==> src/rtl/swarq_pkg.sv <==
package swarq_pkg;

    // Input function codes
    localparam logic [1:0] FUNC_RX   = 2'd0;
    localparam logic [1:0] FUNC_SEND = 2'd1;
    localparam logic [1:0] FUNC_TICK = 2'd2;

    // Frame type codes, header bits 31:30
    localparam logic [1:0] FT_DATA = 2'd0;
    localparam logic [1:0] FT_TEST = 2'd1;
    localparam logic [1:0] FT_REJ  = 2'd2;
    localparam logic [1:0] FT_ACK  = 2'd3;

    // Result kinds
    localparam logic [1:0] KIND_CTL   = 2'd0;
    localparam logic [1:0] KIND_DATA  = 2'd1;
    localparam logic [1:0] KIND_DELIV = 2'd2;

    // Configuration register indexes
    localparam logic [1:0] REG_WINDOW_SIZE = 2'd0;
    localparam logic [1:0] REG_RTO         = 2'd1;
    localparam logic [1:0] REG_PING_TMO    = 2'd2;
    localparam logic [1:0] REG_PING_PERIOD = 2'd3;

    localparam int unsigned SEQ_W = 15;
    localparam logic [15:0] CTL_LENGTH = 16'd4;
    localparam logic [16:0] HDR_BYTES  = 17'd8;

    typedef struct packed {
        logic [1:0]  func;
        logic [31:0] header_word;
        logic [31:0] type_word;
        logic [15:0] buffer_handle;
        logic [15:0] byte_length;
    } t_in_item;

    typedef struct packed {
        logic [1:0]  out_kind;
        logic [31:0] out_header;
        logic [31:0] out_type;
        logic [15:0] out_handle;
        logic [15:0] out_length;
        logic        last_of_run;
    } t_out_item;

    typedef struct packed {
        logic [3:0]  window_size;
        logic [15:0] retransmit_timeout_ms;
        logic [15:0] ping_timeout_ms;
        logic [15:0] ping_period_ms;
    } t_cfg;

    typedef struct packed {
        logic [SEQ_W-1:0] seq;
        logic [31:0]      ptype;
        logic [15:0]      handle;
        logic [15:0]      length;
        logic [31:0]      sent_at;
    } t_entry;

    typedef enum logic [3:0] {
        ST_IDLE,
        ST_WALK,
        ST_RX_DISP,
        ST_RX_CTL,
        ST_RX_DELIV,
        ST_RS_INIT,
        ST_RS_RD,
        ST_RS_EM,
        ST_TK_CHK,
        ST_TK_PING,
        ST_SND_EM
    } t_state;

    typedef enum logic [1:0] {
        WS_START,
        WS_NEXT,
        WS_RESEND
    } t_wsel;

endpackage

==> src/rtl/sliding_window_arq_link_top.sv <==
// Channel   Direction  Handshake              Payload
// in        input      i_in_valid/o_in_stall  i_in_data  (swarq_pkg::t_in_item)
// out       output     o_out_valid/i_out_stall o_out_data (swarq_pkg::t_out_item)
// cfg       input      i_cfg_we               i_cfg_index, i_cfg_data
//
// One transaction at a time; the input stalls until the sequencer is back in idle.
// A send stores its descriptor, emits the frame and walks the next index; a received
// frame that acknowledges frames first walks the oldest index before it is handled.
// A resend reduces the oldest index, then reads and emits each entry from the descriptor
// memory; index walks first reduce the index when the window size has shrunk.
// Reset is synchronous, active low; descriptor memory needs no clearing.
// A stalled output register holds the sequencer at its current result.
module sliding_window_arq_link_top #(
    parameter int WINDOW = 8
) (
    input  logic                  i_clk,
    input  logic                  i_rst_n,
    input  logic                  i_in_valid,
    output logic                  o_in_stall,
    input  swarq_pkg::t_in_item   i_in_data,
    output logic                  o_out_valid,
    input  logic                  i_out_stall,
    output swarq_pkg::t_out_item  o_out_data,
    input  logic                  i_cfg_we,
    input  logic [1:0]            i_cfg_index,
    input  logic [15:0]           i_cfg_data
);

    localparam int IW = (WINDOW > 1) ? $clog2(WINDOW) : 1;

    swarq_pkg::t_cfg      r_cfg;
    logic                 r_out_valid;
    swarq_pkg::t_out_item r_out_data;
    logic                 busy, emit_valid, emit_ready;
    swarq_pkg::t_out_item emit_data;
    logic                 mem_we, mem_re;
    logic [IW-1:0]        mem_waddr, mem_raddr;
    swarq_pkg::t_entry    mem_wdata, mem_rdata;

    // Configuration registers
    always_ff @(posedge i_clk) begin
        if (!i_rst_n) begin
            r_cfg.window_size           <= 4'd1;
            r_cfg.retransmit_timeout_ms <= 16'd1000;
            r_cfg.ping_timeout_ms       <= 16'd5000;
            r_cfg.ping_period_ms        <= 16'd1000;
        end else if (i_cfg_we) begin
            unique case (i_cfg_index)
                swarq_pkg::REG_WINDOW_SIZE: r_cfg.window_size <= i_cfg_data[3:0];
                swarq_pkg::REG_RTO:         r_cfg.retransmit_timeout_ms <= i_cfg_data;
                swarq_pkg::REG_PING_TMO:    r_cfg.ping_timeout_ms <= i_cfg_data;
                swarq_pkg::REG_PING_PERIOD: r_cfg.ping_period_ms <= i_cfg_data;
                default: ;
            endcase
        end
    end

    // Output register: load when empty or draining
    assign emit_ready = !r_out_valid || !i_out_stall;

    always_ff @(posedge i_clk) begin
        if (!i_rst_n) begin
            r_out_valid <= 1'b0;
        end else if (emit_valid && emit_ready) begin
            r_out_valid <= 1'b1;
        end else if (!i_out_stall) begin
            r_out_valid <= 1'b0;
        end
    end

    always_ff @(posedge i_clk) begin
        if (emit_valid && emit_ready) begin
            r_out_data <= emit_data;
        end
    end

    assign o_out_valid = r_out_valid;
    assign o_out_data  = r_out_data;
    assign o_in_stall  = busy;

    swarq_ctrl #(.WINDOW(WINDOW)) u_ctrl (
        .i_clk        (i_clk),
        .i_rst_n      (i_rst_n),
        .i_cfg        (r_cfg),
        .i_in_valid   (i_in_valid),
        .i_in_data    (i_in_data),
        .o_busy       (busy),
        .o_emit_valid (emit_valid),
        .o_emit_data  (emit_data),
        .i_emit_ready (emit_ready),
        .o_mem_we     (mem_we),
        .o_mem_waddr  (mem_waddr),
        .o_mem_wdata  (mem_wdata),
        .o_mem_re     (mem_re),
        .o_mem_raddr  (mem_raddr),
        .i_mem_rdata  (mem_rdata)
    );

    swarq_mem #(.WINDOW(WINDOW)) u_mem (
        .i_clk     (i_clk),
        .i_wr_en   (mem_we),
        .i_wr_addr (mem_waddr),
        .i_wr_data (mem_wdata),
        .i_rd_en   (mem_re),
        .i_rd_addr (mem_raddr),
        .o_rd_data (mem_rdata)
    );

endmodule

==> src/rtl/swarq_mem.sv <==
module swarq_mem #(
    parameter int WINDOW = 8
) (
    input  logic                   i_clk,
    input  logic                   i_wr_en,
    input  logic [((WINDOW > 1) ? $clog2(WINDOW) : 1)-1:0] i_wr_addr,
    input  swarq_pkg::t_entry      i_wr_data,
    input  logic                   i_rd_en,
    input  logic [((WINDOW > 1) ? $clog2(WINDOW) : 1)-1:0] i_rd_addr,
    output swarq_pkg::t_entry      o_rd_data
);

    swarq_pkg::t_entry r_mem [WINDOW];
    swarq_pkg::t_entry r_rd_data;

    // Write descriptor
    always_ff @(posedge i_clk) begin
        if (i_wr_en) begin
            r_mem[i_wr_addr] <= i_wr_data;
        end
    end

    // Registered read, held between reads
    always_ff @(posedge i_clk) begin
        if (i_rd_en) begin
            r_rd_data <= r_mem[i_rd_addr];
        end
    end

    assign o_rd_data = r_rd_data;

endmodule

==> src/rtl/swarq_ctrl.sv <==
module swarq_ctrl #(
    parameter int WINDOW = 8
) (
    input  logic                   i_clk,
    input  logic                   i_rst_n,
    input  swarq_pkg::t_cfg        i_cfg,
    input  logic                   i_in_valid,
    input  swarq_pkg::t_in_item    i_in_data,
    output logic                   o_busy,
    output logic                   o_emit_valid,
    output swarq_pkg::t_out_item   o_emit_data,
    input  logic                   i_emit_ready,
    output logic                   o_mem_we,
    output logic [((WINDOW > 1) ? $clog2(WINDOW) : 1)-1:0] o_mem_waddr,
    output swarq_pkg::t_entry      o_mem_wdata,
    output logic                   o_mem_re,
    output logic [((WINDOW > 1) ? $clog2(WINDOW) : 1)-1:0] o_mem_raddr,
    input  swarq_pkg::t_entry      i_mem_rdata
);

    localparam int IW = (WINDOW > 1) ? $clog2(WINDOW) : 1;
    localparam int SW = $clog2(WINDOW + 1);
    localparam int QW = swarq_pkg::SEQ_W;

    swarq_pkg::t_state r_state, n_state, r_after, n_after;
    swarq_pkg::t_wsel  r_wsel, n_wsel;
    logic [SW-1:0] r_w, n_w, r_wcnt, n_wcnt;
    logic [IW-1:0] r_start_idx, n_start_idx, r_next_idx, n_next_idx;
    logic [QW-1:0] r_start_seq, n_start_seq, r_next_seq, n_next_seq;
    logic [QW-1:0] r_exp, n_exp;
    logic [SW-1:0] r_fif, n_fif, r_ridx, n_ridx, r_rcnt, n_rcnt;
    logic [15:0]   r_pings, n_pings;
    logic [31:0]   r_ms, n_ms, r_now, n_now;
    logic          r_ping, n_ping, r_deliv, n_deliv;
    logic [1:0]    r_ctl, n_ctl;
    logic [31:0]   r_hdr, n_hdr, r_type, n_type, r_prod, n_prod;
    logic [15:0]   r_handle, n_handle, r_blen, n_blen;

    logic [5:0]    ws_ext, eff;
    logic [SW-1:0] sz;
    logic [QW-1:0] ack_d;
    logic          ack_hit;
    logic signed [33:0] quiet;
    logic          ping_due, rto_due;
    logic [16:0]   rs_len, snd_len;
    logic [SW-1:0] ridx_inc;

    // Effective window size, clamped to 1..WINDOW
    assign ws_ext = {2'b00, i_cfg.window_size};
    assign eff = (ws_ext == 6'd0) ? 6'd1 :
                 (ws_ext > 6'(WINDOW)) ? 6'(WINDOW) : ws_ext;
    assign sz = SW'(eff);

    // Acknowledge distance from the incoming receive sequence
    assign ack_d = i_in_data.header_word[QW-1:0] - QW'(1) - r_start_seq;
    assign ack_hit = ack_d < QW'(r_fif);

    // Keepalive and retransmit decisions
    assign quiet = $signed({2'b00, r_ms}) - $signed({2'b00, r_prod});
    assign ping_due = quiet >= $signed({18'd0, i_cfg.ping_timeout_ms});
    assign rto_due = (r_now - i_mem_rdata.sent_at) >= {16'd0, i_cfg.retransmit_timeout_ms};

    assign rs_len = {1'b0, i_mem_rdata.length} + swarq_pkg::HDR_BYTES;
    assign snd_len = {1'b0, r_blen} + swarq_pkg::HDR_BYTES;
    assign ridx_inc = ((r_ridx + SW'(1)) == sz) ? '0 : r_ridx + SW'(1);

    assign o_busy = (r_state != swarq_pkg::ST_IDLE);

    // State register
    always_ff @(posedge i_clk) begin
        if (!i_rst_n) begin
            r_state     <= swarq_pkg::ST_IDLE;
            r_start_idx <= '0;
            r_start_seq <= '0;
            r_next_idx  <= '0;
            r_next_seq  <= '0;
            r_fif       <= '0;
            r_exp       <= '0;
            r_pings     <= '0;
            r_ms        <= '0;
            r_now       <= '0;
        end else begin
            r_state     <= n_state;
            r_start_idx <= n_start_idx;
            r_start_seq <= n_start_seq;
            r_next_idx  <= n_next_idx;
            r_next_seq  <= n_next_seq;
            r_fif       <= n_fif;
            r_exp       <= n_exp;
            r_pings     <= n_pings;
            r_ms        <= n_ms;
            r_now       <= n_now;
        end
    end

    // Working registers
    always_ff @(posedge i_clk) begin
        r_after  <= n_after;
        r_wsel   <= n_wsel;
        r_w      <= n_w;
        r_wcnt   <= n_wcnt;
        r_ridx   <= n_ridx;
        r_rcnt   <= n_rcnt;
        r_ping   <= n_ping;
        r_deliv  <= n_deliv;
        r_ctl    <= n_ctl;
        r_hdr    <= n_hdr;
        r_type   <= n_type;
        r_prod   <= n_prod;
        r_handle <= n_handle;
        r_blen   <= n_blen;
    end

    // Next state and outputs
    always_comb begin
        n_state = r_state;       n_after = r_after;     n_wsel = r_wsel;
        n_w = r_w;               n_wcnt = r_wcnt;
        n_start_idx = r_start_idx; n_start_seq = r_start_seq;
        n_next_idx = r_next_idx; n_next_seq = r_next_seq;
        n_fif = r_fif;           n_exp = r_exp;         n_pings = r_pings;
        n_ms = r_ms;             n_now = r_now;
        n_ridx = r_ridx;         n_rcnt = r_rcnt;
        n_ping = r_ping;         n_deliv = r_deliv;     n_ctl = r_ctl;
        n_hdr = r_hdr;           n_type = r_type;       n_prod = r_prod;
        n_handle = r_handle;     n_blen = r_blen;
        o_emit_valid = 1'b0;
        o_emit_data  = '0;
        o_mem_we     = 1'b0;
        o_mem_waddr  = r_next_idx;
        o_mem_wdata  = i_mem_rdata;
        o_mem_re     = 1'b0;
        o_mem_raddr  = r_start_idx;

        unique case (r_state)
            swarq_pkg::ST_IDLE: begin
                if (i_in_valid) begin
                    n_hdr    = i_in_data.header_word;
                    n_type   = i_in_data.type_word;
                    n_handle = i_in_data.buffer_handle;
                    n_blen   = i_in_data.byte_length;
                    case (i_in_data.func)
                        swarq_pkg::FUNC_RX: begin
                            n_ms    = '0;
                            n_pings = '0;
                            if (ack_hit) begin
                                n_start_seq = i_in_data.header_word[QW-1:0];
                                n_fif   = r_fif - (SW'(ack_d) + SW'(1));
                                n_w     = SW'(r_start_idx);
                                n_wcnt  = SW'(ack_d) + SW'(1);
                                n_wsel  = swarq_pkg::WS_START;
                                n_after = swarq_pkg::ST_RX_DISP;
                                n_state = swarq_pkg::ST_WALK;
                            end else begin
                                n_state = swarq_pkg::ST_RX_DISP;
                            end
                        end
                        swarq_pkg::FUNC_SEND: begin
                            // Store descriptor unless window is full
                            if (r_fif < sz) begin
                                o_mem_we    = 1'b1;
                                o_mem_waddr = r_next_idx;
                                o_mem_wdata = '{seq: r_next_seq,
                                                ptype: i_in_data.type_word,
                                                handle: i_in_data.buffer_handle,
                                                length: i_in_data.byte_length,
                                                sent_at: r_now};
                                n_state = swarq_pkg::ST_SND_EM;
                            end
                        end
                        swarq_pkg::FUNC_TICK: begin
                            n_now = r_now + 32'd1;
                            if (r_ms != '1) begin
                                n_ms = r_ms + 32'd1;
                            end
                            o_mem_re    = 1'b1;
                            o_mem_raddr = r_start_idx;
                            n_prod  = {16'd0, r_pings} * {16'd0, i_cfg.ping_period_ms};
                            n_state = swarq_pkg::ST_TK_CHK;
                        end
                        default: ;
                    endcase
                end
            end

            // Step an index modulo the window size, one add or subtract per cycle
            swarq_pkg::ST_WALK: begin
                if (r_w >= sz) begin
                    n_w = r_w - sz;
                end else if (r_wcnt != '0) begin
                    n_w    = r_w + SW'(1);
                    n_wcnt = r_wcnt - SW'(1);
                end else begin
                    unique case (r_wsel)
                        swarq_pkg::WS_START: n_start_idx = IW'(r_w);
                        swarq_pkg::WS_NEXT:  n_next_idx  = IW'(r_w);
                        swarq_pkg::WS_RESEND: begin
                            n_ridx = r_w;
                            n_rcnt = r_fif;
                        end
                        default: ;
                    endcase
                    n_state = r_after;
                end
            end

            swarq_pkg::ST_RX_DISP: begin
                unique case (r_hdr[31:30])
                    swarq_pkg::FT_DATA: begin
                        if (r_hdr[2*QW-1:QW] == r_exp) begin
                            n_exp   = r_exp + QW'(1);
                            n_ctl   = swarq_pkg::FT_ACK;
                            n_deliv = 1'b1;
                        end else begin
                            n_ctl   = swarq_pkg::FT_REJ;
                            n_deliv = 1'b0;
                        end
                        n_state = swarq_pkg::ST_RX_CTL;
                    end
                    swarq_pkg::FT_TEST: begin
                        n_ctl   = swarq_pkg::FT_ACK;
                        n_deliv = 1'b0;
                        n_state = swarq_pkg::ST_RX_CTL;
                    end
                    swarq_pkg::FT_REJ: begin
                        n_ping  = 1'b0;
                        n_state = swarq_pkg::ST_RS_INIT;
                    end
                    default: n_state = swarq_pkg::ST_IDLE;
                endcase
            end

            swarq_pkg::ST_RX_CTL: begin
                o_emit_valid = 1'b1;
                o_emit_data  = '{out_kind: swarq_pkg::KIND_CTL,
                                 out_header: {r_ctl, 15'd0, r_exp},
                                 out_type: 32'd0, out_handle: 16'd0,
                                 out_length: swarq_pkg::CTL_LENGTH,
                                 last_of_run: !r_deliv};
                if (i_emit_ready) begin
                    n_state = r_deliv ? swarq_pkg::ST_RX_DELIV : swarq_pkg::ST_IDLE;
                end
            end

            swarq_pkg::ST_RX_DELIV: begin
                o_emit_valid = 1'b1;
                o_emit_data  = '{out_kind: swarq_pkg::KIND_DELIV,
                                 out_header: r_hdr, out_type: r_type,
                                 out_handle: r_handle,
                                 out_length: (r_blen >= 16'd8) ? r_blen - 16'd8 : 16'd0,
                                 last_of_run: 1'b1};
                if (i_emit_ready) begin
                    n_state = swarq_pkg::ST_IDLE;
                end
            end

            // Reduce the oldest index, then resend the window
            swarq_pkg::ST_RS_INIT: begin
                if (r_fif == '0) begin
                    n_state = r_ping ? swarq_pkg::ST_TK_PING : swarq_pkg::ST_IDLE;
                end else begin
                    n_w     = SW'(r_start_idx);
                    n_wcnt  = '0;
                    n_wsel  = swarq_pkg::WS_RESEND;
                    n_after = swarq_pkg::ST_RS_RD;
                    n_state = swarq_pkg::ST_WALK;
                end
            end

            swarq_pkg::ST_RS_RD: begin
                o_mem_re    = 1'b1;
                o_mem_raddr = IW'(r_ridx);
                n_state     = swarq_pkg::ST_RS_EM;
            end

            swarq_pkg::ST_RS_EM: begin
                o_emit_valid = 1'b1;
                o_emit_data  = '{out_kind: swarq_pkg::KIND_DATA,
                                 out_header: {2'b00, i_mem_rdata.seq, r_exp},
                                 out_type: i_mem_rdata.ptype,
                                 out_handle: i_mem_rdata.handle,
                                 out_length: rs_len[16] ? 16'hffff : rs_len[15:0],
                                 last_of_run: (r_rcnt == SW'(1)) && !r_ping};
                if (i_emit_ready) begin
                    // Restamp the resent entry
                    o_mem_we    = 1'b1;
                    o_mem_waddr = IW'(r_ridx);
                    o_mem_wdata = i_mem_rdata;
                    o_mem_wdata.sent_at = r_now;
                    n_ridx = ridx_inc;
                    n_rcnt = r_rcnt - SW'(1);
                    if (r_rcnt == SW'(1)) begin
                        n_state = r_ping ? swarq_pkg::ST_TK_PING : swarq_pkg::ST_IDLE;
                    end else begin
                        n_state = swarq_pkg::ST_RS_RD;
                    end
                end
            end

            swarq_pkg::ST_TK_CHK: begin
                n_ping = ping_due;
                if ((r_fif != '0) && rto_due) begin
                    n_state = swarq_pkg::ST_RS_INIT;
                end else if (ping_due) begin
                    n_state = swarq_pkg::ST_TK_PING;
                end else begin
                    n_state = swarq_pkg::ST_IDLE;
                end
            end

            swarq_pkg::ST_TK_PING: begin
                o_emit_valid = 1'b1;
                o_emit_data  = '{out_kind: swarq_pkg::KIND_CTL,
                                 out_header: {swarq_pkg::FT_TEST, 15'd0, r_exp},
                                 out_type: 32'd0, out_handle: 16'd0,
                                 out_length: swarq_pkg::CTL_LENGTH,
                                 last_of_run: 1'b1};
                if (i_emit_ready) begin
                    if (r_pings != '1) begin
                        n_pings = r_pings + 16'd1;
                    end
                    n_state = swarq_pkg::ST_IDLE;
                end
            end

            swarq_pkg::ST_SND_EM: begin
                o_emit_valid = 1'b1;
                o_emit_data  = '{out_kind: swarq_pkg::KIND_DATA,
                                 out_header: {2'b00, r_next_seq, r_exp},
                                 out_type: r_type, out_handle: r_handle,
                                 out_length: snd_len[16] ? 16'hffff : snd_len[15:0],
                                 last_of_run: 1'b1};
                if (i_emit_ready) begin
                    n_next_seq = r_next_seq + QW'(1);
                    n_fif   = r_fif + SW'(1);
                    n_w     = SW'(r_next_idx);
                    n_wcnt  = SW'(1);
                    n_wsel  = swarq_pkg::WS_NEXT;
                    n_after = swarq_pkg::ST_IDLE;
                    n_state = swarq_pkg::ST_WALK;
                end
            end

            default: n_state = swarq_pkg::ST_IDLE;
        endcase
    end

endmodule
==> config.mk <==
export PLATFORM = sky130hd
export DESIGN_NAME = sliding_window_arq_link_top
export DESIGN_NICKNAME = d
export VERILOG_FILES = /design/src/rtl/swarq_pkg.sv /design/src/rtl/sliding_window_arq_link_top.sv /design/src/rtl/swarq_mem.sv /design/src/rtl/swarq_ctrl.sv
export SDC_FILE = /design/constraint.sdc
export NUM_CORES = 2
export LEC_CHECK = 0
export CORE_MARGIN = 1
export CORE_UTILIZATION = 48
export DETAILED_ROUTE_END_ITERATION = 16
export DONT_BUFFER_PORTS = 1
export PLACE_DENSITY = 0.68
export SKIP_LAST_GASP = 1
export SLEW_MARGIN = 25
export SYNTH_ARGS = -nofsm -noshare
export SYNTH_HDL_FRONTEND = slang
export SYNTH_SLANG_ARGS = --single-unit
==> constraint.sdc <==
create_clock -name i_clk -period 23.8 [get_ports i_clk]
set_input_delay 4.76 -clock i_clk [delete_from_list [all_inputs] [get_ports i_clk]]
set_output_delay 4.76 -clock i_clk [all_outputs]
set_load 0.01 [all_outputs]
=== After elaboration in Yosys (flattened, before gate mapping) ===
Memory sizes are Yosys's and may differ from the RTL's. A register that Yosys moved wholly into a read port is not among the register bits.
Index checks and enable logic that the tools add are counted.

* Output and inout port bits: 101
* Bits in registers: 445
* Memories kept: 1
* Input port bits: 121
* Memory bits (writable): 888
* Memory bits (read-only): 0
* Logic and storage cells: 260
* Bits in latches: 0

* Multiplexer cells: 100
* Shifts and indexed selects: 0
* Magnitude comparators: 7
* Equal/unequal tests: 44
* Divide/modulo/power cells: 0
* Reductions and logical operators: 50
* Multiply operators: 1
* Add/sub/neg operators: 20
* Bitwise gates (word level): 2

{| class="wikitable"
|+ Memory list
! memory !! words !! width !! rd ports !! clocked after memory_dff !! wr ports !! RTL line !! text
|-
| u_mem.r_mem || 8 || 111 || 1 || 1 || 1 || swarq_mem.sv:13 || <nowiki>swarq_pkg::t_entry r_mem [WINDOW];</nowiki>
|}

{| class="wikitable"
|+ Operators by type and width
! operator !! number
|-
| $pmux W99 S5 || 1
|-
| $mux W111 || 3
|-
| $pmux W111 S2 || 1
|-
| $mux W4 || 45
|-
| $mux W16 || 7
|-
| $add A32 B1 Y32 const B || 2
|-
| $mux W32 || 2
|-
| $pmux W32 S2 || 1
|-
| $pmux W4 S10 || 1
|-
| $add A16 B4 Y17 const B || 2
|-
| $ge A34 B17 Y1 || 1
|-
| $sub A32 B32 Y33 || 1
|-
| $ge A32 B16 Y1 || 1
|-
| $mul A16 B16 Y32 || 1
|-
| $ne A32 B32 Y1 const B || 1
|-
| $pmux W16 S2 || 1
|-
| $pmux W4 S4 || 2
|-
| $sub A32 B32 Y32 || 1
|-
| $add A15 B1 Y15 const B || 2
|-
| $pmux W4 S2 || 3
|-
| $pmux W4 S3 || 2
|-
| $ne A2 B2 Y1 const B || 9
|-
| $add A16 B1 Y16 const B || 1
|-
| $add A4 B1 Y4 const B || 4
|-
| other kinds (50) || 129
|}

=== Longest topological paths before layout ===
* Depth in word-level cells: 10
* Mapped depth: 26
* Gate-level depth less buffers: 24

=== Hierarchy ===
Synthesis repeated with hierarchy kept, for this count alone.

* Cells, all modules: 4965
* Area total of the unflattened synthesis: 70568.9 µm²

{| class="wikitable"
|+ Modules (own cells, without submodules)
! module !! area each (µm²) !! cells each !! times used !! sequential area each (µm²)
|-
| swarq_mem || 36702.7 || 1407 || 1 || 29998.8
|-
| swarq_ctrl || 28840.2 || 3258 || 1 || 7287.0
|-
| sliding_window_arq_link_top || 5026.1 || 300 || 1 || 4033.9
|}

=== Worst setup path before layout ===
Ideal clock, no wire load.

* Path kind: input-to-reg
* From: input port i_in_valid
* To: memory u_mem.r_mem[7][0] in the netlist's numbering (enable)
* Path slack: 10287 ps
* Cell stages on the path: 6
* Buffers on the path: 1
* Data arrival time: 12931 ps
* Data required time: 23218 ps
* Setup time: 582 ps
* Cells stage by stage: and2_1 > nand2_1 > nor2_1 > clkbuf_1 > a32oi_1 > nor2_1

* Longest elaborated chain between the ends: 4

{| class="wikitable"
|+ RTL lines
! what !! RTL line !! text
|-
| start: declaration || sliding_window_arq_link_top.sv:18 || <nowiki>input logic i_in_valid,</nowiki>
|-
| $mux W1 || swarq_ctrl.sv:136 || <nowiki>if (i_in_valid) begin</nowiki>
|-
| $pmux W1 S2 || swarq_ctrl.sv:134 || <nowiki>unique case (r_state)</nowiki>
|-
| $mux W1 || swarq_mem.sv:18 || <nowiki>if (i_wr_en) begin</nowiki>
|-
| $mux W1 (implied by the code) || swarq_mem.sv:19 || <nowiki>r_mem[i_wr_addr] <= i_wr_data;</nowiki>
|-
| end: declaration || swarq_mem.sv:13 ||
|}

Every way passes these cells.

=== Final worst setup path ===
* From: input port i_in_valid
* To: memory u_mem.r_mem[4][60] in the netlist's numbering (enable)

Same word-level chain as after synthesis.

==> impl_results.md <==
* Status: complete, no violations
* Sequential share of power at 53.5%
* Die Area at roughly 150,000 sq um
* Seq/Total Area, Yosys at 58.9%
* Crit path kind: in -> reg
* Setup TNS at 0 ps
* Share of cells above drive strength 1 at 14.2%
* Clock Skew at slightly below 60 ps
* Vias at 40,300
* DRC Markers at 0
* Die Span X at a little under 400 um
* Final slew viol count at 0
* Commonest non-fill, non-tap cell in the layout: edfxtp_1
* CTS H-tree depth at 4
* CP arrival at about 9000 ps
* Fmax achieved at around 120 MHz
* RePlAce Congestion at around 0.9
* TritonRoute pass-1 iters at 7
* GRT overflow at 0
* GRT Total Usage at ~21%
* Post-DR wirelength/cell at about 23 um
* Syn nets at roughly 5,500
* Post-Syn Area at around 70,000 sq um
* Mean area per synthesized cell at 14.1 sq um
* Busiest grt layer: met2
* Core footprint at around 140,000 sq um
* IO Pins at ~220
* Pre-CTS WS at 14,540 ps
* Reg2reg start: u_ctrl.r_pings[7]$_SDFFE_PN0P_
* Final net count at 5,527
* Critical Path RT at around 24,000 ps
* P&R area growth vs syn at 9.87%
* Post-route setup slack at about 15,000 ps
* First-pass GRT wire length at between 200,000 and 250,000 um
* Synth unique cells at 84
* FF-to-FF End: u_ctrl.r_prod[31]$_DFFE_PP_
* Total net switching power at 0.00115 W
* Initial core utilization at about half
* Cells after Synth at roughly 5,000
* CTS tree: built
* Critical Path Start Type: input pin
* #FFs+latches synth at 1,440
* Met3 GRT Util at 4.00%
* Pin count of the biggest net entering global routing at approximately 160
* Final Hold Fails at 0
* Max-Cap Viols at 0
* Global Route met2 Usage at 35.2%
* Pwr dens at slightly below 70 nW/um^2
* Setup bufs post-CTS at 0
* Cts bufs inserted at 142
* Post-synth EDFFs at between 1,000 and 1,500
* Fillers at ~12,000
* DP Wirelength at approximately 99,000 um
* Class of the worst hold path: reg -> reg
* CTS Sinks at 1,440
* Crit-path max FO at between 50 and 60
* Most used DFF post-synth: edfxtp_1
* Async SR Flop Fraction at 0%
* Hold Crit Depth at 2
* Clk buf depth at 3
* Number of vias per cell at about 5.8
* Post-route ant nets at 0
* Pleak at roughly 28 nW
* CTS Hold Bufs at 0
* Initial antenna violation count at 11
* Rows at about 140
* # setup viols final at 0
* GR Layer Usage met1 at 30.0%
* CP Capture Type: register
* Vias in the first global route at 41,000
* Int Pwr at around 0.0042 W
* Period utilization at 35.4%
* Slew @ Worst Pin at ~1200 ps
* R2R setup slack at 16,500 ps
* Highest ir drop seen on vdd at around 0.08 mV
* Switching share of power at between 20% and 30%
* Normalized max-slew margin at 20.8%
* Clk Latency, worst-skew pair at between 700 and 800 ps
* CTS Root Cell: clkbuf_16
* Worst Hold End: r_cfg[27]$_SDFFE_PN0P_
* Post-CTS Resized at 0
* Yosys warns at 0
* Die H at roughly 380 um
* FF-to-FF path depth at 21
* Comb pwr share at 4.2%
* Routed WL at 158,000 um
* IO buf count at 0
* Most frequent cells in the layout: edfxtp_1 (1,248), nand2_1 (449), inv_1 (391)
* RSZ-0062 raised after global routing: false
* Clk pwr share at approximately 42%
* DRT iter0 DRCs at approximately 3,000
* Final min period at 8410 ps
* Worst Min Path Start: r_cfg[27]$_SDFFE_PN0P_
* Clock slew at reported path FFs at 60 ps
power groups by stage:
stage	Clock, W	Sequential, W	Combinational (W)
after floorplan	0	0.00289	0.000164
after global placement	0	0.00290	0.000219
after detailed placement	0	0.00290	0.000223
after CTS	0.00230	0.00285	0.000225
after global routing	0.00239	0.00286	0.000247
final	0.00226	0.00285	0.000224
stage by stage:
step           hold slack [ps]  std cells  utilization, %  total power (W)  instance area (sq um)
2_1_floorplan              432       4985               -          0.00305                  70200
3_3_place_gp               454       6722            50.1          0.00312                  72300
3_5_place_dp               459       6722            50.1          0.00313                  72300
4_1_cts                    467       6979            53.4          0.00537                  77000
5_1_grt                    492       6979            53.4          0.00549                  77000
6_report                   464       6989            53.4          0.00533                  77100
final cells by class:
cell class              instances  area (sq um)  area share [%]
diodes                         10          25.0          0.0325
clock buffers                 178          3850            5.00
clock inverters                79           876            1.14
inverters                     393          1480            1.91
multi-input cells            2933         26700            34.6
flip-flops and latches       1440         41300            53.6
well taps                    1903          2380            3.09
repair buffers                 53           468           0.607
critical path: stages:
cell     delay, ps
and2_4         610
nand2_1        320
nor2_4         140
buf_4          590
a32oi_1        430
nor2_4         170
buf_4          720
buf_4          900
metal layers:
layer	wire [um]	vias to the layer above	part of all wire [%]
met2	75500	1154	48
met1	70400	20600	45
met5	54	-	0.034
li1	-	18300	-
met3	9260	209	5.9
met4	2650	8	1.7
synth_stat cells (all sizes together) (42+ instances only):
cell type	count	share of area, %
and2	179	1.6
nand3	91	0.65
inv	392	2.1
a21oi	144	1.1
a21boi	54	0.58
nor2b	45	0.41
dfxtp	192	5.5
ha	244	4.4
fa	199	5.7
o21ai	163	1.2
mux4	222	7.1
nand4	45	0.40
mux2	192	3.1
clkbuf	187	1.0
a22o	67	0.84
xnor2	114	1.4
xor2	93	1.2
nand2	449	2.4
edfxtp	1248	53
a21o	42	0.45
nor2	168	0.90
worst max-delay path by stage:
stage,to,startpoint,slack (ps),cells after the start
floorplan,u_mem.r_mem[7][0]$_DFFE_PP_,i_in_valid,10290,6
global placement,u_mem.r_mem[7][60]$_DFFE_PP_,i_in_valid,14540,8
detailed placement,u_mem.r_mem[7][60]$_DFFE_PP_,i_in_valid,14540,8
CTS,u_mem.r_mem[7][1]$_DFFE_PP_,i_in_valid,15320,8
global route,u_mem.r_mem[4][19]$_DFFE_PP_,i_in_valid,15150,8
finish,u_mem.r_mem[4][60]$_DFFE_PP_,i_in_valid,15390,8
registers in the layout, indices dropped and copies added, names as in the netlist, 3 cells and up:
signal,flops
u_ctrl.r_exp,15
r_cfg,52
u_ctrl.r_handle,16
u_ctrl.r_start_idx,3
u_ctrl.r_start_seq,15
u_ctrl.r_prod,32
u_ctrl.r_rcnt,4
u_mem.o_rd_data,111
u_ctrl.r_now,32
u_ctrl.r_pings,16
u_ctrl.r_hdr,32
u_ctrl.r_state,4
u_ctrl.r_type,32
u_ctrl.r_next_idx,3
u_ctrl.r_blen,16
u_ctrl.r_ridx,4
o_out_data,99
u_ctrl.r_next_seq,15
u_ctrl.r_fif,4
u_ctrl.r_wcnt,4
u_mem.r_mem,888
u_ctrl.r_w,4
u_ctrl.r_ms,32
cells by family after synthesis:
group,count (synthesis),share of synthesized area [%]
fa+ha+maj,443,10.0
compound gates,674,6.42
mux,451,10.7
simple gates,1158,8.02
flops,1440,58.9
xor+xnor,207,2.58
buf+inv,612,3.30
Power figures use the tool's default switching activity.
